==> src/hw/rtl/wds_pkg.sv <==
// ----------------------------------------------------------------------------
// wds_pkg
// Shared types and constants of the weighted descriptor splitter: word
// layouts of both channels, the task word between front and back, the
// configuration register indexes and the table sizes.
// ----------------------------------------------------------------------------
package wds_pkg;

	// queue pair offset table
	localparam int QUEUE_PAIRS = 1024;
	localparam int QP_IDX_W    = (QUEUE_PAIRS > 1) ? $clog2(QUEUE_PAIRS) : 1;

	// scheduling groups with a granularity register
	localparam int GROUPS         = 4;
	localparam int NUM_GRAN_REGS  = 4;
	localparam logic [15:0] GRAN_RESET = 16'd1024;

	// task queue between front and back, depth a power of two
	localparam int QUEUE_DEPTH = 4;
	localparam int QUEUE_PTR_W = $clog2(QUEUE_DEPTH);

	// configuration port
	localparam int CFG_IDX_W  = 8;
	localparam int CFG_DATA_W = 16;
	localparam logic [CFG_IDX_W-1:0] CFG_GROUP0_GRAN = 8'd0;
	localparam logic [CFG_IDX_W-1:0] CFG_GROUP1_GRAN = 8'd1;
	localparam logic [CFG_IDX_W-1:0] CFG_GROUP2_GRAN = 8'd2;
	localparam logic [CFG_IDX_W-1:0] CFG_GROUP3_GRAN = 8'd3;

	// weight times granularity
	localparam int QUANTUM_W = 24;

	// descriptor word
	typedef struct packed {
		logic [9:0]  queue_pair;
		logic        latency_class;
		logic        batch_start;
		logic [7:0]  qp_weight;
		logic [1:0]  sched_group;
		logic [31:0] desc_length;
		logic [63:0] local_address;
		logic [63:0] remote_address;
		logic [7:0]  desc_opcode;
		logic        signaled;
	} desc_word_t;

	// sub-descriptor word
	typedef struct packed {
		logic [9:0]  out_queue_pair;
		logic        out_high_priority;
		logic [31:0] sub_length;
		logic [63:0] sub_local_address;
		logic [63:0] sub_remote_address;
		logic [7:0]  out_opcode;
		logic        desc_complete;
		logic        completion_signal;
	} piece_word_t;

	// classified descriptor with its quantum, front to back
	typedef struct packed {
		logic [9:0]           queue_pair;
		logic                 latency_class;
		logic                 batch_start;
		logic [QUANTUM_W-1:0] quantum;
		logic [31:0]          desc_length;
		logic [63:0]          local_address;
		logic [63:0]          remote_address;
		logic [7:0]           desc_opcode;
		logic                 signaled;
	} task_t;

	// task queue status
	typedef struct packed {
		logic empty;
		logic full;
	} qstat_t;

endpackage

==> src/hw/rtl/wds_queue.sv <==
// ----------------------------------------------------------------------------
// wds_queue
// Short first-in first-out queue of task words between front and back.
// ----------------------------------------------------------------------------
module wds_queue (
	input  logic            clk,
	input  logic            arst_n,
	input  logic            push,
	input  wds_pkg::task_t  push_task,
	input  logic            pop,
	output wds_pkg::task_t  pop_task,
	output wds_pkg::qstat_t qstat
);

	wds_pkg::task_t                 entry_q [wds_pkg::QUEUE_DEPTH];
	logic [wds_pkg::QUEUE_PTR_W-1:0] wr_ptr_q;
	logic [wds_pkg::QUEUE_PTR_W-1:0] rd_ptr_q;
	logic [wds_pkg::QUEUE_PTR_W:0]   count_q;

	assign pop_task    = entry_q[rd_ptr_q];
	assign qstat.empty = (count_q == '0);
	assign qstat.full  = (count_q == (wds_pkg::QUEUE_PTR_W + 1)'(wds_pkg::QUEUE_DEPTH));

	// pointers and fill count
	always_ff @(posedge clk or negedge arst_n) begin
		if (!arst_n) begin
			wr_ptr_q <= '0;
			rd_ptr_q <= '0;
			count_q  <= '0;
		end else begin
			if (push) begin
				wr_ptr_q <= wr_ptr_q + 1'b1;
			end
			if (pop) begin
				rd_ptr_q <= rd_ptr_q + 1'b1;
			end
			if (push && !pop) begin
				count_q <= count_q + 1'b1;
			end else if (pop && !push) begin
				count_q <= count_q - 1'b1;
			end
		end
	end

	// entry storage
	always_ff @(posedge clk) begin
		if (push) begin
			entry_q[wr_ptr_q] <= push_task;
		end
	end

endmodule

==> config.mk <==
export PLATFORM = sky130hd
export DESIGN_NAME = wds_queue
export DESIGN_NICKNAME = d
export VERILOG_FILES = /design/src/hw/rtl/wds_pkg.sv /design/src/hw/rtl/wds_queue.sv
export SDC_FILE = /design/constraint.sdc
export NUM_CORES = 1
export LEC_CHECK = 0
export ABC_AREA = 1
export ABC_CLOCK_PERIOD_IN_PS = 15600
export BUFFER_PORTS_ARGS = -buffer_cell sky130_fd_sc_hd__buf_4
export CAP_MARGIN = 20
export CORE_ASPECT_RATIO = 1.5
export CORE_MARGIN = 2
export CORE_UTILIZATION = 40
export DETAILED_ROUTE_END_ITERATION = 10
export PLACE_DENSITY = 0.71
export SLEW_MARGIN = 20
export SYNTH_ARGS = -nofsm -noshare
export SYNTH_HDL_FRONTEND = slang
export SYNTH_SLANG_ARGS = --single-unit
==> constraint.sdc <==
create_clock -name clk -period 15.6 [get_ports clk]
set_input_delay 3.12 -clock clk [delete_from_list [all_inputs] [get_ports clk]]
set_output_delay 3.12 -clock clk [all_outputs]
set_load 0.005 [all_outputs]
==> run_results.csv, run 1 <==
group,metric,value,unit
run_status,result_of_the_run,"complete, no violations",
grt,grt-ovfl-total,0,
grt,grtUsageTotal,15.8,%
yosys,cell_count_after_synthesis,2439,
yosys,netlist_top_cells_count,"820 x sky130_fd_sc_hd__edfxtp_1, 628 x sky130_fd_sc_hd__nand2_1, 421 x sky130_fd_sc_hd__inv_1, 410 x sky130_fd_sc_hd__o211ai_1, 101 x sky130_fd_sc_hd__buf_2",
placement,dp.cells,3776,
worst_setup_path,worstSetupStartpointType,"flip-flop",
clock_network,worst_skew_pair.late_latency,600,ps
floorplan,placement_rows,128,
yosys,synth_edf_count,820,
placement,placed_wire_length_estimate,40.0,mm
clock_network,clk_pin_slew_worst_paths,60,ps
finish,layout-drive-gt1-share,19.1,%
clock_network,postCtsHoldBufs,0,
sta,timing.fmax,131,MHz
flow_run,drv_cap,0,
grt,antenna_found_initial,2,
yosys,postSynthNetCount,2654,
drt,avgViaCountPerCell,4.90,
placement,io_buffers,415,
pwr,ir_drop,0.000142,V
yosys,synth_seq_cells,827,
sta,timing.setup.tns,0,ps
worst_setup_path,cell_occurring_most_often_along_the_worst_timing_path,"sky130_fd_sc_hd__buf_4",
yosys,ys_dominant_reg_cell,"sky130_fd_sc_hd__edfxtp_1",
yosys,synth.area.top_cells,"sky130_fd_sc_hd__edfxtp_1 75%, sky130_fd_sc_hd__o211ai_1 9.4%, sky130_fd_sc_hd__nand2_1 7.2%",
floorplan,design.die.area,83900,um^2
worst_setup_path,ff2ff_setup_slack,12220,ps
sta,maxSlewViolCount,0,
drt,post_drt_wl_per_cell,17.1,um
worst_setup_path,critical_path_arrival,4540,ps
grt,maximum_number_of_pins_on_one_net_before_global_route_repair,245,
sta,final_period_minus_worst_setup_slack,7660,ps
sta,slew_headroom,19.5,%
worst_setup_path,timing.critical_path.to,"pop_task[32]",
yosys,synth-seq-area-share,76.0,%
clock_network,cts-buffers-inserted,77,
yosys,mappedNetlistArea,32600,um^2
finish,finalNonFillerCells,3914,
drt,routed-via-count,19200,
worst_setup_path,largest_stage_delay_worst_path,980,ps
worst_setup_path,reg2reg_to,"entry_q[1][85]",
worst_setup_path,r2r_cells,6,
yosys,synth_largest_type_area_fraction,75.5,%
worst_setup_path,sort_of_element_at_the_end_of_the_critical_path,"output port",
yosys,avgSynthCellArea,13.4,um^2
floorplan,effective_utilization_at_floorplan,40.2,%
clock_network,clock_sink_count,827,
finish,synthToLayoutAreaGrowth,19.7,%
worst_setup_path,critPathRequiredTime,12480,ps
worst_setup_path,crit_path_start,"rd_ptr_q[0]",
sta,worst_pin_slew,1210,ps
hold_path,worstHoldPathCells,1,
drt,route.detailed.drc,0,
floorplan,io_pins,416,
clock_network,cts.repair_timing.setup_buffer_count,0,
sta,grt_setup_unrepaired,"no",
pwr,p_per_area,187,nW/um^2
sta,final-hold-violation-count,0,
yosys,yosysWarningCount,0,
clock_network,postCtsResizedCells,0,
drt,routed_wirelength,67.0,mm
sta,finClkSkew,22.1,ps
sta,finalSetupViolCount,0,
worst_setup_path,worstSetupPathType,"flip-flop to output port",
grt,global_route_wire_length_before_repair,104,mm
worst_setup_path,timing.critical_path.cells,"buf_4 -> buf_12 -> buf_4 -> nand2_1 -> o211ai_1 -> nand2_1 -> buf_4",
worst_setup_path,path_max_fanout,210,
yosys,ys_async_sr_fraction,0.846,%
drt,firstDrtPassIters,5,
finish,final_nets,3030,
yosys,yosysTopAreaCell,"sky130_fd_sc_hd__edfxtp_1",
placement,gp_routability_congestion,0.724,
floorplan,die_h,354,um
worst_setup_path,cpMaxStageDelayCell,"sky130_fd_sc_hd__dfrtp_4",
sta,period_share,49.1,%
grt,first_global_vias,19200,
floorplan,placeableCoreArea,81000,um^2
drt,drtIter0Drc,932,
drt,drtAntennaViolNets,0,
yosys,synth.lib_cells_used.distinct,18,
pwr,power.leakage,15.4,nW
floorplan,fp.dieW,237,um
clock_network,htreeDepth,3,
worst_setup_path,regToRegStartpoint,"wr_ptr_q[1]",
clock_network,ctsRootBufferMaster,"sky130_fd_sc_hd__clkbuf_16",
clock_network,buffers_from_clock_root_to_sink_at_most,3,
yosys,synthMostInstantiatedCell,"sky130_fd_sc_hd__edfxtp_1",
hold_path,worst_min_delay_path_category,"flip-flop to flip-flop",
clock_network,tritoncts,"built",
==> final cells by class <==
class                   count  area [um^2]
flip-flops and latches    827        24800
multi-input cells        1053         5580
well taps                1040         1300
fillers                  6874        42000
inverters                 422         1620
clock inverters            45          443
diodes                      1         2.50
clock buffers              92         2000
repair buffers            434         3280
==> stage by stage <==
stage	cell area, um^2	power (mW)	hold WS [ps]	worst slack [ps]	utilization (%)
3_5_place_dp	36600	5.56	537	8600	45.2
4_1_cts	39000	7.40	559	7920	48.2
5_1_grt	39000	7.73	570	7520	48.2
2_1_floorplan	32600	4.49	463	7670	-
3_3_place_gp	36600	5.52	485	8730	45.2
6_report	39000	7.30	539	7940	48.2
==> layer usage <==
metal | part of all wire, % | wire length [um] | up-vias | global-route usage [%]
met1 | 38 | 25300 | 9301 | 17.1
met5 | 0.012 | 8 | - | 0
li1 | - | - | 9261 | -
met3 | 8.0 | 5360 | 112 | 5.18
met4 | 2.7 | 1820 | 2 | 5.97
met2 | 51 | 34400 | 484 | 28.6
==> report_power, final <==
part	internal [mW]	switching [mW]	leakage [nW]
Sequential	2.91	0.136	7.61
Clock	1.04	0.781	1.19
Combinational	0.966	1.47	6.57
==> registers in the layout, indices dropped and copies added (netlist names) <==
name	flops
entry_q	820
wr_ptr_q	2
rd_ptr_q	2
count_q	3
==> worst min-delay path by stage <==
stage | from | end | slack [ps]
3_5_place_dp | wr_ptr_q[0] | wr_ptr_q[0] | 540
3_3_place_gp | count_q[2] | count_q[2] | 480
2_1_floorplan | count_q[2] | count_q[2] | 460
6_report | wr_ptr_q[0] | wr_ptr_q[0] | 540
5_1_grt | count_q[2] | count_q[2] | 570
4_1_cts | count_q[2] | count_q[2] | 560
==> cells in the final DEF (no fill, tap or decap), types with 7 or more instances in the layout <==
cell type	count
sky130_fd_sc_hd__o211ai_1	410
sky130_fd_sc_hd__clkbuf_16	78
sky130_fd_sc_hd__clkinv_2	12
sky130_fd_sc_hd__nand2_1	628
sky130_fd_sc_hd__bufinv_16	7
sky130_fd_sc_hd__buf_4	432
sky130_fd_sc_hd__clkbuf_1	14
sky130_fd_sc_hd__edfxtp_1	820
sky130_fd_sc_hd__inv_1	417
sky130_fd_sc_hd__clkinv_1	15
==> cell families (layout without fill, tap and decap cells) <==
| kind of cell | after synthesis | in the layout | share of synthesized area, % |
|---|---|---|---|
| AOI/OAI and AO/OA | 411 | 411 | 9.45 |
| xor gates and xnor gates | 4 | 4 | 0.107 |
| adders and majority gates | 6 | 6 | 0.253 |
| buffers and inverters | 559 | 993 | 6.87 |
| DFF | 827 | 827 | 76.0 |
| other | 0 | 1 | 0 |
| and+or+nand+nor | 632 | 632 | 7.29 |
==> worst max-delay path, delay by kind of cell (launching register included) <==
family / cells / cell delay (ps)
and+or+nand+nor: 2 / 210
DFF: 1 / 980
buffers and inverters: 4 / 2340
AOI/OAI and AO/OA: 1 / 110
Power figures use the tool's default switching activity.
==> run 2, diff against run 1 <==
Settings changed: ABC_AREA 1 to 0, ABC_CLOCK_PERIOD_IN_PS 15600 to 8000.
Clock period 15.6 ns to 8 ns, I/O delays scaled along.
==> run 2 against run 1 <==
Synthesized area shrank 8.2%; via count down 31%; sequential power rose by 95%; final cell count down 33%; non-clock buffer count is 3 lower; core utilization up 1.4 points; setup slack worse by 4600 ps; register-to-register slack lost 6800 ps; sequential share of layout area rose by 4.1 points; total power grew 83%; clock power rose by 100%; critical path type unchanged; largest cell class unchanged; largest power group unchanged.
==> run_results.csv, run 2 <==
group,metric,value,unit
yosys,yosysTopAreaCell,"sky130_fd_sc_hd__edfxtp_1",
clock_network,cts-buffers-inserted,75,
floorplan,fp.dieW,227,um
run_status,result_of_the_run,"complete, no violations",
grt,first_global_vias,14400,
sta,worst_pin_slew,1070,ps
yosys,avgSynthCellArea,27.1,um^2
hold_path,min_delay_worst_endpoint,"count_q[2]",
yosys,synth.mux.area_fraction,15.5,%
clock_network,tritoncts,"built",
yosys,synth_top_family_by_area,"multiplexers",
grt,maximum_number_of_pins_on_one_net_before_global_route_repair,130,
floorplan,die_h,339,um
worst_setup_path,worstSetupStartpointType,"flip-flop",
clock_network,clk_pin_slew_worst_paths,60,ps
placement,placed_wire_length_estimate,36.3,mm
yosys,synth.lib_cells_used.distinct,18,
floorplan,placement_rows,122,
floorplan,effective_utilization_at_floorplan,40.5,%
yosys,synth_adder_area_share,0.276,%
yosys,synth_edf_count,820,
hold_path,hold_path_startpoint,"count_q[2]",
clock_network,postCtsResizedCells,0,
finish,final_nets,1782,
worst_setup_path,critPathRequiredTime,6400,ps
sta,maxSlewViolCount,0,
pwr,p_per_area,364,nW/um^2
sta,finClkSkew,18.6,ps
yosys,synth-seq-area-share,82.8,%
yosys,synthXorXnorAreaFrac,0.175,%
grt,antenna_found_initial,11,
finish,largest_register_by_flop_count,"entry_q",
yosys,synth_seq_cells,827,
yosys,ys_async_sr_fraction,0.846,%
drt,route.detailed.drc,0,
sta,grt_setup_unrepaired,"no",
floorplan,design.die.area,77100,um^2
floorplan,io_pins,416,
yosys,synth_simple_gate_area_share,0.163,%
yosys,synth_largest_type_area_fraction,82.2,%
sta,timing.fmax,214,MHz
worst_setup_path,worstSetupPathType,"flip-flop to output port",
finish,synthToLayoutAreaGrowth,22.5,%
drt,routed_wirelength,60.2,mm
pwr,power.switching,3.57,mW
drt,routed-via-count,13300,
finish,layout_top_registers,"entry_q (820), count_q (3)",
grt,grt-ovfl-total,0,
clock_network,buffers_from_clock_root_to_sink_at_most,3,
floorplan,placeableCoreArea,74000,um^2
pwr,sw_share,26.7,%
pwr,p_int,9.80,mW
sta,timing.final.ws_setup,3330,ps
hold_path,worstHoldPathCells,1,
finish,mostFrequentLayoutCells,"820 x sky130_fd_sc_hd__edfxtp_1, 428 x sky130_fd_sc_hd__buf_4, 205 x sky130_fd_sc_hd__mux4_2",
worst_setup_path,path_max_fanout,66,
yosys,postSynthNetCount,1320,
drt,firstDrtPassIters,5,
hold_path,worst_min_delay_path_category,"flip-flop to flip-flop",
worst_setup_path,reg2reg_to,"entry_q[0][80]",
sta,period_share,58.4,%
placement,dp.cells,2482,
sta,final-hold-violation-count,0,
yosys,synth.area.top_cells,"sky130_fd_sc_hd__edfxtp_1 82%, sky130_fd_sc_hd__mux4_2 15%, sky130_fd_sc_hd__buf_6 0.60%",
yosys,synthMostInstantiatedCell,"sky130_fd_sc_hd__edfxtp_1",
grt,global_route_wire_length_before_repair,89.7,mm
clock_network,htreeDepth,3,
clock_network,clock_sink_count,827,
drt,drtAntennaViolNets,0,
yosys,netlist_top_cells_count,"820 x sky130_fd_sc_hd__edfxtp_1, 205 x sky130_fd_sc_hd__mux4_2, 24 x sky130_fd_sc_hd__buf_2, 16 x sky130_fd_sc_hd__buf_6, 7 x sky130_fd_sc_hd__dfrtp_1",
drt,drtIter0Drc,805,
pwr,report.power.total,13.4,mW
clock_network,cts.repair_timing.setup_buffer_count,0,
sta,timing.setup.tns,0,ps
yosys,ys_dominant_reg_cell,"sky130_fd_sc_hd__edfxtp_1",
drt,post_drt_wl_per_cell,23.0,um
yosys,mappedNetlistArea,30000,um^2
finish,final.fill_count,5840,
finish,largest_register_ff_count,820,
pwr,power_frac_comb,28.4,%
finish,mostFrequentLayoutCell,"sky130_fd_sc_hd__edfxtp_1",
yosys,synth_compound_area_share,0.0167,%
yosys,yosysWarningCount,0,
finish,finalNonFillerCells,2621,
worst_setup_path,critical_path_arrival,3070,ps
yosys,cell_count_after_synthesis,1105,
placement,io_buffers,415,
pwr,p_clk_share,27.3,%
sta,slew_headroom,28.7,%
pwr,power.leakage,12.3,nW
clock_network,ctsRootBufferMaster,"sky130_fd_sc_hd__clkbuf_16",
worst_setup_path,sort_of_element_at_the_end_of_the_critical_path,"output port",
placement,place_ws,3860,ps
placement,gp_routability_congestion,0.714,
worst_setup_path,ff2ff_setup_slack,5390,ps
clock_network,worst_skew_pair.late_latency,620,ps
pwr,seqPwrFrac,44.4,%
pwr,ir_drop,0.000283,V
finish,layout-drive-gt1-share,46.3,%
worst_setup_path,regToRegStartpoint,"wr_ptr_q[0]",
grt,grtUsageTotal,15.7,%
worst_setup_path,r2r_cells,4,
sta,finalSetupViolCount,0,
drt,avgViaCountPerCell,5.06,
clock_network,postCtsHoldBufs,0,
sta,final_period_minus_worst_setup_slack,4670,ps
flow_run,drv_cap,0,
[run 2: critical path: stages, from the launching register on]
cell and delay [ps]:
sky130_fd_sc_hd__dfrtp_4 890, sky130_fd_sc_hd__buf_4 860, sky130_fd_sc_hd__mux4_2 460, sky130_fd_sc_hd__buf_4 170
[run 2: how the worst max path moves through the flow]
stage | slack, ps | endpoint | startpoint | depth (start not counted)
after global placement | 3850 | pop_task[34] | rd_ptr_q[1] | 3
final | 3330 | pop_task[93] | rd_ptr_q[1] | 3
after floorplan | 1160 | entry_q[1][0] | push | 1
after global routing | 3070 | pop_task[154] | rd_ptr_q[0] | 3
after detailed placement | 3860 | pop_task[34] | rd_ptr_q[1] | 3
after CTS | 3180 | pop_task[34] | rd_ptr_q[1] | 3
[run 2: layout make-up]
class | count | area [um^2] | share of cell area, %
Sequential cell | 827 | 24800 | 67.6
Tap cell | 992 | 1240 | 3.38
Clock buffer | 90 | 1980 | 5.38
Antenna cell | 6 | 15.0 | 0.0409
Clock inverter | 43 | 541 | 1.47
Inverter | 4 | 15.0 | 0.0409
Timing Repair Buffer | 431 | 3270 | 8.92
Multi-Input combinational cell | 228 | 4830 | 13.2
[run 2: metrics by stage]
step / hold WS [ps] / util (%) / cell area, um^2
2_1_floorplan: 456 / - / 30000
3_3_place_gp: 471 / 46.1 / 34200
3_5_place_dp: 508 / 46.1 / 34200
4_1_cts: 520 / 49.5 / 36700
5_1_grt: 530 / 49.6 / 36700
6_report: 507 / 49.6 / 36700
[run 2: per-layer routing]
metal,up-vias,part of all wire [%],wire (um),global-route usage [%]
li1,5730,-,-,-
met1,7003,37,22200,18.4
met2,427,52,31100,26.1
met3,102,8.1,4870,5.18
met4,10,3.2,1930,6.99
met5,-,0.10,60,0
[run 2: cell families (layout without fill, tap and decap cells)]
logic type                 after synthesis  in the layout
adders and majority gates                6              6
other                                    0              6
buffers and inverters                   50            568
and+or+nand+nor                          9              9
DFF                                    827            827
muxes                                  206            206
AOI/OAI and AO/OA                        1              1
xor gates and xnor gates                 6              6
[run 2: power groups by stage]
stage / logic [mW] / registers [mW] / clock network (mW)
floorplan: 2.18 / 6.03 / 0
global placement: 3.88 / 5.99 / 0
detailed placement: 3.90 / 6.04 / 0
CTS: 3.92 / 5.96 / 3.75
global route: 4.08 / 6.01 / 3.90
finish: 3.79 / 5.93 / 3.65
