[src/hw/rtl/wds_pkg.sv]
// ----------------------------------------------------------------------------
// wds_pkg
// Shared types and constants of the weighted descriptor splitter: word
// layouts of both channels, the task word between front and back, the
// configuration register indexes and the table sizes.
// ----------------------------------------------------------------------------
package wds_pkg;

	// queue pair offset table
	localparam int QUEUE_PAIRS = 1024;
	localparam int QP_IDX_W    = (QUEUE_PAIRS > 1) ? $clog2(QUEUE_PAIRS) : 1;

	// scheduling groups with a granularity register
	localparam int GROUPS         = 4;
	localparam int NUM_GRAN_REGS  = 4;
	localparam logic [15:0] GRAN_RESET = 16'd1024;

	// task queue between front and back, depth a power of two
	localparam int QUEUE_DEPTH = 4;
	localparam int QUEUE_PTR_W = $clog2(QUEUE_DEPTH);

	// configuration port
	localparam int CFG_IDX_W  = 8;
	localparam int CFG_DATA_W = 16;
	localparam logic [CFG_IDX_W-1:0] CFG_GROUP0_GRAN = 8'd0;
	localparam logic [CFG_IDX_W-1:0] CFG_GROUP1_GRAN = 8'd1;
	localparam logic [CFG_IDX_W-1:0] CFG_GROUP2_GRAN = 8'd2;
	localparam logic [CFG_IDX_W-1:0] CFG_GROUP3_GRAN = 8'd3;

	// weight times granularity
	localparam int QUANTUM_W = 24;

	// descriptor word
	typedef struct packed {
		logic [9:0]  queue_pair;
		logic        latency_class;
		logic        batch_start;
		logic [7:0]  qp_weight;
		logic [1:0]  sched_group;
		logic [31:0] desc_length;
		logic [63:0] local_address;
		logic [63:0] remote_address;
		logic [7:0]  desc_opcode;
		logic        signaled;
	} desc_word_t;

	// sub-descriptor word
	typedef struct packed {
		logic [9:0]  out_queue_pair;
		logic        out_high_priority;
		logic [31:0] sub_length;
		logic [63:0] sub_local_address;
		logic [63:0] sub_remote_address;
		logic [7:0]  out_opcode;
		logic        desc_complete;
		logic        completion_signal;
	} piece_word_t;

	// classified descriptor with its quantum, front to back
	typedef struct packed {
		logic [9:0]           queue_pair;
		logic                 latency_class;
		logic                 batch_start;
		logic [QUANTUM_W-1:0] quantum;
		logic [31:0]          desc_length;
		logic [63:0]          local_address;
		logic [63:0]          remote_address;
		logic [7:0]           desc_opcode;
		logic                 signaled;
	} task_t;

	// task queue status
	typedef struct packed {
		logic empty;
		logic full;
	} qstat_t;

endpackage

[src/hw/rtl/wds_front.sv]
// ----------------------------------------------------------------------------
// wds_front
// Front part: holds the granularity registers, takes descriptor words,
// works out the batch quantum in one registered multiply and pushes the
// classified task into the queue.
// ----------------------------------------------------------------------------
module wds_front (
	input  logic                           clk,
	input  logic                           arst_n,
	input  logic                           desc_valid,
	output logic                           desc_stall,
	input  wds_pkg::desc_word_t            desc_word,
	input  logic                           hold,
	input  logic                           cfg_valid,
	output logic                           cfg_ready,
	input  logic [wds_pkg::CFG_IDX_W-1:0]  cfg_index,
	input  logic [wds_pkg::CFG_DATA_W-1:0] cfg_data,
	output logic                           push,
	output wds_pkg::task_t                 push_task,
	input  wds_pkg::qstat_t                qstat
);

	logic [15:0]    gran_q [wds_pkg::NUM_GRAN_REGS];
	logic           valid_s1;
	wds_pkg::task_t task_s1;
	logic           stage_ready;
	logic           accept;
	logic [15:0]    gran;

	// configuration registers, always ready
	assign cfg_ready = 1'b1;

	always_ff @(posedge clk or negedge arst_n) begin
		if (!arst_n) begin
			for (int g = 0; g < wds_pkg::NUM_GRAN_REGS; g++) begin
				gran_q[g] <= wds_pkg::GRAN_RESET;
			end
		end else if (cfg_valid) begin
			case (cfg_index)
				wds_pkg::CFG_GROUP0_GRAN: gran_q[0] <= cfg_data;
				wds_pkg::CFG_GROUP1_GRAN: gran_q[1] <= cfg_data;
				wds_pkg::CFG_GROUP2_GRAN: gran_q[2] <= cfg_data;
				wds_pkg::CFG_GROUP3_GRAN: gran_q[3] <= cfg_data;
				default: ;
			endcase
		end
	end

	// accept handshake
	assign stage_ready = !valid_s1 || !qstat.full;
	assign desc_stall  = hold || !stage_ready;
	assign accept      = desc_valid && !desc_stall;
	assign push        = valid_s1 && !qstat.full;
	assign push_task   = task_s1;

	// group granularity, zero outside the configured groups
	always_comb begin
		if (32'(desc_word.sched_group) < 32'(wds_pkg::GROUPS)) begin
			gran = gran_q[desc_word.sched_group];
		end else begin
			gran = '0;
		end
	end

	// stage control
	always_ff @(posedge clk or negedge arst_n) begin
		if (!arst_n) begin
			valid_s1 <= 1'b0;
		end else if (accept) begin
			valid_s1 <= 1'b1;
		end else if (push) begin
			valid_s1 <= 1'b0;
		end
	end

	// stage payload with the quantum product
	always_ff @(posedge clk) begin
		if (accept) begin
			task_s1.queue_pair     <= desc_word.queue_pair;
			task_s1.latency_class  <= desc_word.latency_class;
			task_s1.batch_start    <= desc_word.batch_start;
			task_s1.quantum        <= wds_pkg::QUANTUM_W'(desc_word.qp_weight) *
				wds_pkg::QUANTUM_W'(gran);
			task_s1.desc_length    <= desc_word.desc_length;
			task_s1.local_address  <= desc_word.local_address;
			task_s1.remote_address <= desc_word.remote_address;
			task_s1.desc_opcode    <= desc_word.desc_opcode;
			task_s1.signaled       <= desc_word.signaled;
		end
	end

endmodule

[config.mk]
export PLATFORM = sky130hd
export DESIGN_NAME = wds_front
export DESIGN_NICKNAME = d
export VERILOG_FILES = /design/src/hw/rtl/wds_pkg.sv /design/src/hw/rtl/wds_front.sv
export SDC_FILE = /design/constraint.sdc
export NUM_CORES = 1
export LEC_CHECK = 0
export BUFFER_PORTS_ARGS = -buffer_cell sky130_fd_sc_hd__clkbuf_2
export CORE_ASPECT_RATIO = 0.5
export CORE_MARGIN = 2
export CORE_UTILIZATION = 53
export CTS_BUF_LIST = sky130_fd_sc_hd__clkbuf_4
export DETAILED_ROUTE_END_ITERATION = 6
export PLACE_DENSITY = 0.82
export SLEW_MARGIN = 25
export SYNTH_ARGS = -nofsm -noshare
export SYNTH_HDL_FRONTEND = slang
export SYNTH_SLANG_ARGS = --single-unit
[constraint.sdc]
create_clock -name clk -period 7 [get_ports clk]
set_input_delay 0.35 -clock clk [delete_from_list [all_inputs] [get_ports clk]]
set_output_delay 0.35 -clock clk [all_outputs]
set_load 0.01 [all_outputs]
==> results of run 1 <==
[how the worst max path moves through the flow]
stage,start,to,slack [ps],cells after the start
after floorplan,valid_s1$_DFFE_PN0P_,push_task[0]$_DFFE_PP_,1160,2
after global placement,desc_word[169],push_task[192]$_DFFE_PP_,1230,16
after detailed placement,desc_word[169],push_task[192]$_DFFE_PP_,1150,16
after CTS,gran_q[6]$_DFFE_PN0P_,push_task[192]$_DFFE_PP_,1770,15
after global routing,gran_q[9]$_DFFE_PN0P_,push_task[192]$_DFFE_PP_,1520,15
final,gran_q[5]$_DFFE_PN0P_,push_task[192]$_DFFE_PP_,1760,15
[cell usage after synthesis, types with 3 or more instances]
library cell | n | area share [%]
and2_1 | 106 | 5.0
edfxtp_1 | 205 | 47
or3_1 | 3 | 0.14
a21oi_1 | 14 | 0.53
o21ai_0 | 5 | 0.19
dfstp_2 | 4 | 0.80
nor3_1 | 7 | 0.27
inv_1 | 105 | 3.0
o21bai_1 | 3 | 0.17
mux4_2 | 16 | 2.7
mux2_2 | 64 | 5.5
nand3_1 | 10 | 0.38
nor2b_1 | 3 | 0.14
dfrtp_1 | 61 | 12
buf_2 | 4 | 0.15
ha_1 | 44 | 4.2
fa_1 | 84 | 13
a21o_1 | 9 | 0.51
nand2_1 | 34 | 0.97
o211ai_1 | 3 | 0.17
a31oi_1 | 7 | 0.33
xnor2_1 | 14 | 0.93
clkbuf_1 | 15 | 0.43
nor2_1 | 11 | 0.31
[power groups by stage]
stage	logic, uW	clock network (uW)	registers (uW)
2_1_floorplan	229	0	1920
3_3_place_gp	449	0	1880
3_5_place_dp	467	0	1880
4_1_cts	565	1290	1850
5_1_grt	631	1410	1860
6_report	584	1320	1850
[critical path, delay by kind of cell, from the launching register on]
kind / cells / cell delay, ps
compound gates: 5 / 1200
flops: 1 / 380
mux: 2 / 680
buf+inv: 2 / 100
fa+ha+maj: 5 / 2380
simple gates: 1 / 230
[metal layers]
metal  vias to the layer above  wire, um  GRT usage [%]  part of all wire (%)
met2                       653     20800           54.1                    48
met5                         -        13              0                 0.030
met3                       139      4210           9.71                   9.8
li1                       4363         -              -                     -
met1                      5106     16200           40.7                    38
met4                         2      1810           14.6                   4.2
[logic make-up after synthesis]
family	after synthesis	share of synthesized area [%]
mux	81	8.26
flops	270	59.0
simple gates	187	8.24
fa+ha+maj	128	16.9
xor+xnor	16	1.06
compound gates	53	2.75
other cells	1	0.0284
buf+inv	127	3.76
[per-stage QoR]
step,utilization (%),power (uW)
floorplan,-,2150
global placement,64.7,2330
detailed placement,64.7,2350
CTS,76.2,3700
global route,76.3,3900
finish,76.3,3760
[final cells by class]
class	count	area, sq um
clock inverter	16	96.3
tap	336	420
inverter	105	394
sequential	270	7790
fill	1498	5750
multi-input combinational	466	4920
timing repair buffer	629	4150
clock buffer	92	691
antenna	6	15.0
[sequential cells by signal, indices dropped and copies added (netlist names)]
signal / flops
push_task: 205
gran_q: 64
valid_s1: 1
==> run summary, run 1 <==
The maximum achievable frequency came out at 191 MHz. Leaving out fill and tap cells, the most frequent cells in the layout are clkbuf_2, edfxtp_1, dlygate4sd3_1, and2_1, inv_1. The startpoint identified for the worst register-to-register timing path is gran_q[5]$_DFFE_PN0P_. For the pin with the worst max-slew slack, the measured transition is 1000 ps.

Cell internal power was estimated by the tool at 2720 uW. After routing the design area is 18500 sq um. The initial antenna violation count came out at 6.

The number of nets with antenna violations after routing came out at 0. The portion of the post-synthesis area used by sequential elements is 59.0%. The endpoint identified for the worst register-to-register timing path is push_task[192]$_DFFE_PP_.

The areal power density over the cells came out at 203 nW/um^2. The fraction of power spent switching nets is 27.5%. The count of cells in the finished layout, fillers not included, comes to 1920. Across the VDD grid, the largest voltage drop is 0.147 mV.

In this run the register-to-register setup slack is 1760 ps. The buffer depth of the longest clock path came out at 3. The shortest clock period the worst path allows after layout came out at 5240 ps. The most common cell after layout, fill and taps aside is clkbuf_2. The worst setup slack after layout is 1760 ps.

The count of hold buffers inserted by post-cts repair is 199. The CTS buffer count came out at 58. The tool flagged a number of max-cap violations equal to 0. In this run the power spent charging and discharging nets is 1030 uW. Setup violations remaining at the end of the flow were counted as 0.

The class of the tightest hold or removal check is primary input to flip-flop. The critical path is of the flip-flop to flip-flop type. The final clock skew is 62.9 ps. The clock tree from TritonCTS is built. Counting every net in the synthesized netlist gives 1213. The number of global-route vias before repair is 10700.

Among all stages on the critical path, the largest delay is contributed by mux4_2. The worst hold slack is 136 ps. The via count of the routed design came out at 10300.

The worst min-delay path endpoint is push_task[169]$_DFFE_PP_. The count of warnings emitted by yosys came out at 0. Dividing the detail-routed wire length by the instance count gives 22.4 um.

The floorplan core area came out at 24200 sq um. The number of hold-slack violations in the final timing report is 0. In the final timing run, aggregate negative setup slack is 0 ps.

The fraction of final layout cells with drive strength greater than 1 is 39.2%. Port buffering added 427 buffers. The logic gate share of total power is 15.5%. Data on the critical path is required at its endpoint by around 7500 ps. Clock latency on the worst-skew pair, taken at its later pin, is 740 ps. In the finished design, the share of the clock period the worst path needs comes to 74.9%. In this run the most critical hold path is launched from desc_word[171]. The analysis attributes to cell leakage a power of 0.00873 uW.

The full die area came out at 26300 sq um. The worst-case setup slack after placement came out at 1150 ps. The worst setup path is captured at a flip-flop. The count of nets after finishing is 1880. The sequential power share came out at 49.3%.

The maximum number of pins on one net before global-route repair is 77. The most numerous cell type found on the critical path is fa_1. The number of synthesized flops with an enable pin is 205. The number of placed instances, taps included, is 1607.

Row generation in the floorplan step produced 40 rows. Data arrives at the worst endpoint at approximately 5700 ps. Counting instances, the worst hold path has a depth of 2. The number of setup buffers added after CTS is 0.

Walking the worst path, the cells encountered are mux4_2 -> and2_1 -> fa_1 -> fa_1 -> fa_1 -> inv_1 -> fa_1 -> inv_1 -> ha_1 -> a21oi_1 -> o21bai_1 -> a21oi_1 -> o221a_2 -> mux2i_1 -> a2111oi_0. For this design the top-level I/O count stands at 430. The total length of routed wires is 43.0 mm. The number of gates resized after CTS was 0. The number of instances in the synthesized netlist is approximately 860. The first-pass detailed-route iteration total is 6.

The area added between synthesis and finish is 39.9%. Measured along the x axis, the die boundary spans 227 um. STA classifies the critical path startpoint as a flip-flop.

The run finished with clean final reports. The root buffer cell chosen for the clock tree is clkbuf_4. In the synthesized netlist the dominant register cell turns out to be edfxtp_1.

The count of different cell masters after synthesis is 50. The clock sink total is 270. The average instance area after synthesis came out at 15.3 sq um. Setup repair after global routing left no endpoint under its margin. The highest fanout seen on the critical path came out at 8. The worst pin sits at a relative slew slack of ~33%. After clock tree synthesis, the clock-pin slew on the worst setup and hold paths is approximately 70 ps. The first routing iteration left between 900 and 1000 violations. Using the TritonRoute via totals, the vias-per-cell ratio works out to 5.35.

The final number of max-transition violations is 0. The initial utilization of the core area, before any placement, comes to 54.5%. After legalization and detailed placement, the total HPWL measured 27.4 mm. The final estimated routing congestion in global placement is 0.983.

The combined area of all synthesized cells came out at 13200 sq um. The delay of the slowest cell on the worst path came out at between 500 and 600 ps. The die height came out at 116 um.

The first global-routing pass estimated 63.4 mm of wire. After global routing the overflow that remains totals 0. The H-tree depth is 2. The area of placed instances came out at approximately 16000 sq um. The share of flip-flops with an asynchronous set or reset after synthesis is roughly a quarter. The part of the power in the clock network came out at about a third. The overall track demand over capacity in global routing came out at between 30% and 40%. The flip-flop and latch count after synthesis is 270. The depth of the worst register-to-register path is 15. The post-route DRC violation count came out at 0.
Power figures use the tool's default switching activity.
==> inputs of run 2 (changes only) <==
--- a/config.mk
+++ b/config.mk
@@ -5,13 +5,14 @@
 export SDC_FILE = /design/constraint.sdc
 export NUM_CORES = 1
 export LEC_CHECK = 0
+export ABC_AREA = 1
 export BUFFER_PORTS_ARGS = -buffer_cell sky130_fd_sc_hd__clkbuf_2
 export CORE_ASPECT_RATIO = 0.5
 export CORE_MARGIN = 2
-export CORE_UTILIZATION = 53
+export CORE_UTILIZATION = 48
 export CTS_BUF_LIST = sky130_fd_sc_hd__clkbuf_4
 export DETAILED_ROUTE_END_ITERATION = 6
-export PLACE_DENSITY = 0.82
+export PLACE_DENSITY = 0.78
 export SLEW_MARGIN = 25
 export SYNTH_ARGS = -nofsm -noshare
 export SYNTH_HDL_FRONTEND = slang
==> constraint.sdc (replaced) <==
create_clock -name clk -period 4.4 [get_ports clk]
set_input_delay 0.22 -clock clk [delete_from_list [all_inputs] [get_ports clk]]
set_output_delay 0.22 -clock clk [all_outputs]
set_load 0.01 [all_outputs]
==> run 2 against run 1 <==
Non-clock buffer count is 84 higher; utilization down 4.6 points; combinational power rose to 3.9 times the previous value; critical path depth grew 3; worst setup slack worse by 1900 ps; flip-flop and latch count stayed put; die area increased by 13%; global-route usage shrank 3.3 points; the run now ends with negative setup slack left.
==> run summary, run 2 <==
The most instantiated library cell after synthesis is nand2_1. The number of nets with antenna violations after routing came out at 0 (unchanged). The die height came to 123 um (+6.1%). The worst-case setup slack after placement came out at -293 ps (-1440 ps). The reported max-cap violation count came out at 0 (unchanged). The tree is rooted in a clkbuf_4. The final critical-path share of the clock period came out at 103% (+28 points). The via count of the routed design came out at 11800 (+15%).

The sequential power share is 41.1% (-8.2 points). The synthesized net count is 1534 (+26%). The checks that failed: negative setup slack.

The total power after layout came out at 7280 uW (+94%). The count of warnings emitted by yosys came to 0 (unchanged). The die boundary width came out at 241 um (+6.3%).

The area of placed instances came out at 16600 sq um (+5.8%). The buffer depth of the longest clock path is 3 (unchanged). The insertion delay of the later-clocked pin in the worst-skew pair was 730 ps (about the same). The biggest area contributor in the post-synthesis netlist is edfxtp_1. The clock tree from TritonCTS is built. The CTS buffer count came out at 58 (unchanged). The clock-pin transition on the worst setup and hold timing paths was 90 ps (+20 ps). The final estimated routing congestion in global placement is 0.931 (-5.3%). The clock sink total is 270 (unchanged).

The first-pass detailed-route iteration total came to 7 (+1). The worst setup slack after layout was -110 ps (-1870 ps). The share of flip-flops with an asynchronous set or reset after synthesis came out at 24.1% (unchanged). The leakage power came out at 0.00955 uW (+9.4%). The shortest clock period the worst path allows after layout came out at 4510 ps (-732 ps). The overflow left after global routing is 0 (unchanged).

Setup repair after global routing could not meet its margin everywhere. The logic gate share of total power came to 31.4% (+16 points). The overall track demand over capacity in global routing was 29.5% (-3.3 points). The count of different cell masters after synthesis is 32 (-36%).

The ratio of routed vias to standard cells is 5.01 (-6.2%). The fraction of final layout cells with drive strength greater than 1 is 38.0% (-1.2 points). The final number of max-transition violations is 0 (unchanged). The post-route DRC violation count came out at 0 (unchanged). The average instance area after synthesis was 11.4 sq um (-25%).

The full die area came to 29600 sq um (+13%). The number of primary I/O pins was 430 (unchanged). The flip-flop and latch count after synthesis came out at 270 (unchanged). The H-tree depth came out at 2 (unchanged).

The total length of routed wires is 45.2 mm (+5.0%). Leaving out fill and tap cells, the most frequent cells in the layout are clkbuf_2, nand2_1, edfxtp_1, dlygate4sd3_1, inv_1. The number of instances in the synthesized netlist came out at 1184 (+37%). The number of buffers inserted by port buffering is 427 (unchanged). The total half-perimeter wirelength after legalization and detailed placement is 28.5 mm (+3.9%). The top-area cell type share of the netlist area is 45.5% (-1.1 points). The maximum achievable frequency came out at 222 MHz (+16%). The worst hold slack is 65.2 ps (-71.0 ps). The number of flip-flops in the largest register is 205 (unchanged).

After synthesis, the cell types taking the most area are edfxtp_1, fa_1, dfrtp_1. The part of the power in the clock network came to 27.5% (-7.6 points). The worst setup path is launched from a flip-flop. The final clock skew came out at 24.2 ps (-38.8 ps).

The count of nets after finishing came out at 2276 (+21%). The highest fanout seen on the critical path is 6 (-2). By count the netlist is led by nand2_1, edfxtp_1, inv_1. The fraction of power spent switching nets is 33.5% (+6.0 points). The violation count after the first detailed-routing iteration is 1016 (+3.1%). The areal power density over the cells is 367 nW/um^2 (+80%).

The floorplan core area came out at 27700 sq um (+14%). Leaving out fill and tap cells, the most frequent cell in the layout is clkbuf_2. The largest vdd supply drop came out at 0.211 mV (+44%). The number of hold-slack violations in the final timing report is 0 (unchanged). The worst setup path is captured at a flip-flop. The switching power is 2440 uW (+140%). The predominant post-synthesis flop cell is edfxtp_1. The mean routed wirelength per cell came out at 19.1 um (-15%). The portion of the post-synthesis area used by sequential elements is 57.6% (-1.4 points). The measured slew at the worst slew-check pin was 905 ps (-99.0 ps). The run finished, with violations left.

The remaining max-slew budget at the tightest pin came out at 39.5% (+6.5 points). The internal power of the cells is 4850 uW (+78%). The path type of the worst setup path is flip-flop to flip-flop.

The wire length of the first global-routing pass was 65.9 mm (+4.0%). The required time at the endpoint of the critical path is 4890 ps (-2580 ps). The combined area of all synthesized cells was 13500 sq um (+2.5%). The number of global-route vias before repair came out at 12100 (+13%). The final standard cell area without fillers came out at 19800 sq um (+7.4%). The initial standard-cell utilization of the core is 48.8% (-5.7 points). The arrival time of data at the critical path endpoint came out at 5000 ps (-710 ps). The initial antenna violation count is 7 (+1).

In this run the worst hold path is classified as primary input to flip-flop. The number of synthesized flops with an enable pin came out at 205 (unchanged). The final setup violation count came out at 5 (+5). The maximum number of pins on one net before global-route repair was 108 (+40%).

The count of standard-cell rows came out at 43 (+7.5%). The area added between synthesis and finish came out at 46.7%.
run 2: cell types whose count changed in the layout (fill, tap and decap cells not counted), sizes merged, moves of 40 or more:
cell / change
nor2: +122
nand3: +40
mux2: -64
and2: -104
buf: +83
inv: +77
o21ai: +60
nand2: +244
run 2: repair_timing:
action / CTS / global route
endpoints found under the hold margin: 307 / 0
gates resized for setup: 18 / 96
hold buffers: 200 / 0
pin swaps: 5 / 51
setup endpoints to repair: 11 / 15
cloned: 0 / 0
buffers inserted: 0 / 7
run 2: power by group through the flow:
stage / sequential, uW / combinational [uW] / clock [uW]
2_1_floorplan: 3090 / 845 / 0
3_3_place_gp: 3030 / 1560 / 0
3_5_place_dp: 3040 / 1610 / 0
4_1_cts: 2980 / 1840 / 1980
5_1_grt: 3000 / 2480 / 2160
6_report: 2990 / 2290 / 2000
run 2: logic make-up after synthesis:
| logic type | synth area share, % |
|---|---|
| AOI/OAI and AO/OA | 4.57 |
| buffers and inverters | 6.64 |
| adders and majority gates | 16.5 |
| and+or+nand+nor | 14.0 |
| other | 0.0277 |
| DFF | 57.6 |
| xor gates and xnor gates | 0.648 |
run 2: worst paths after layout:
path,cells after the start,slack (ps),to,start
max,18,-110,push_task[186]$_DFFE_PP_,gran_q[42]$_DFFE_PN1P_
min,3,70,push_task[97]$_DFFE_PP_,desc_valid
max reg2reg,18,-110,push_task[186]$_DFFE_PP_,gran_q[42]$_DFFE_PN1P_
min reg2reg,2,480,gran_q[42]$_DFFE_PN1P_,gran_q[42]$_DFFE_PN1P_
max in group asynchronous,3,3660,gran_q[33]$_DFFE_PN0P_,arst_n
min in group asynchronous,3,210,gran_q[51]$_DFFE_PN0P_,arst_n
run 2: metal layers:
layer | routed length, um | GRT usage, %
met4 | 2490 | 15.2
met2 | 22600 | 51.4
met1 | 16500 | 34.2
met5 | 13 | 0
met3 | 3570 | 7.29
run 2: critical path, cell delays in order (launching register included):
cell,delay [ps]
dfstp_2,530
nand2_1,60
a32o_2,340
nor2_2,130
fa_1,460
fa_1,510
fa_1,520
inv_2,40
fa_1,500
inv_2,50
ha_4,250
nand2_4,120
inv_1,80
a21oi_2,270
nor2_2,80
nor2_2,170
nand2_1,80
nand2_1,60
nand2_1,40
run 2: area by class of cell:
| cell class | instances | area (sq um) |
|---|---|---|
| Multi-Input combinational cell | 702 | 5280 |
| Sequential cell | 270 | 7790 |
| Tap cell | 382 | 478 |
| Timing Repair Buffer | 713 | 4860 |
| Antenna cell | 7 | 17.5 |
| Clock buffer | 79 | 593 |
| Fill cell | 1814 | 7860 |
| Inverter | 181 | 682 |
| Clock inverter | 28 | 148 |
run 2: per-stage QoR:
| stage | cells | TNS [ps] | utilization (%) |
|---|---|---|---|
| 3_5_place_dp | 2041 | -3290 | 59.9 |
| 5_1_grt | 2361 | -1420 | 71.6 |
| 4_1_cts | 2348 | 0 | 70.1 |
| 2_1_floorplan | 1184 | 0 | - |
| 6_report | 2362 | -287 | 71.6 |
| 3_3_place_gp | 2041 | -1850 | 59.9 |
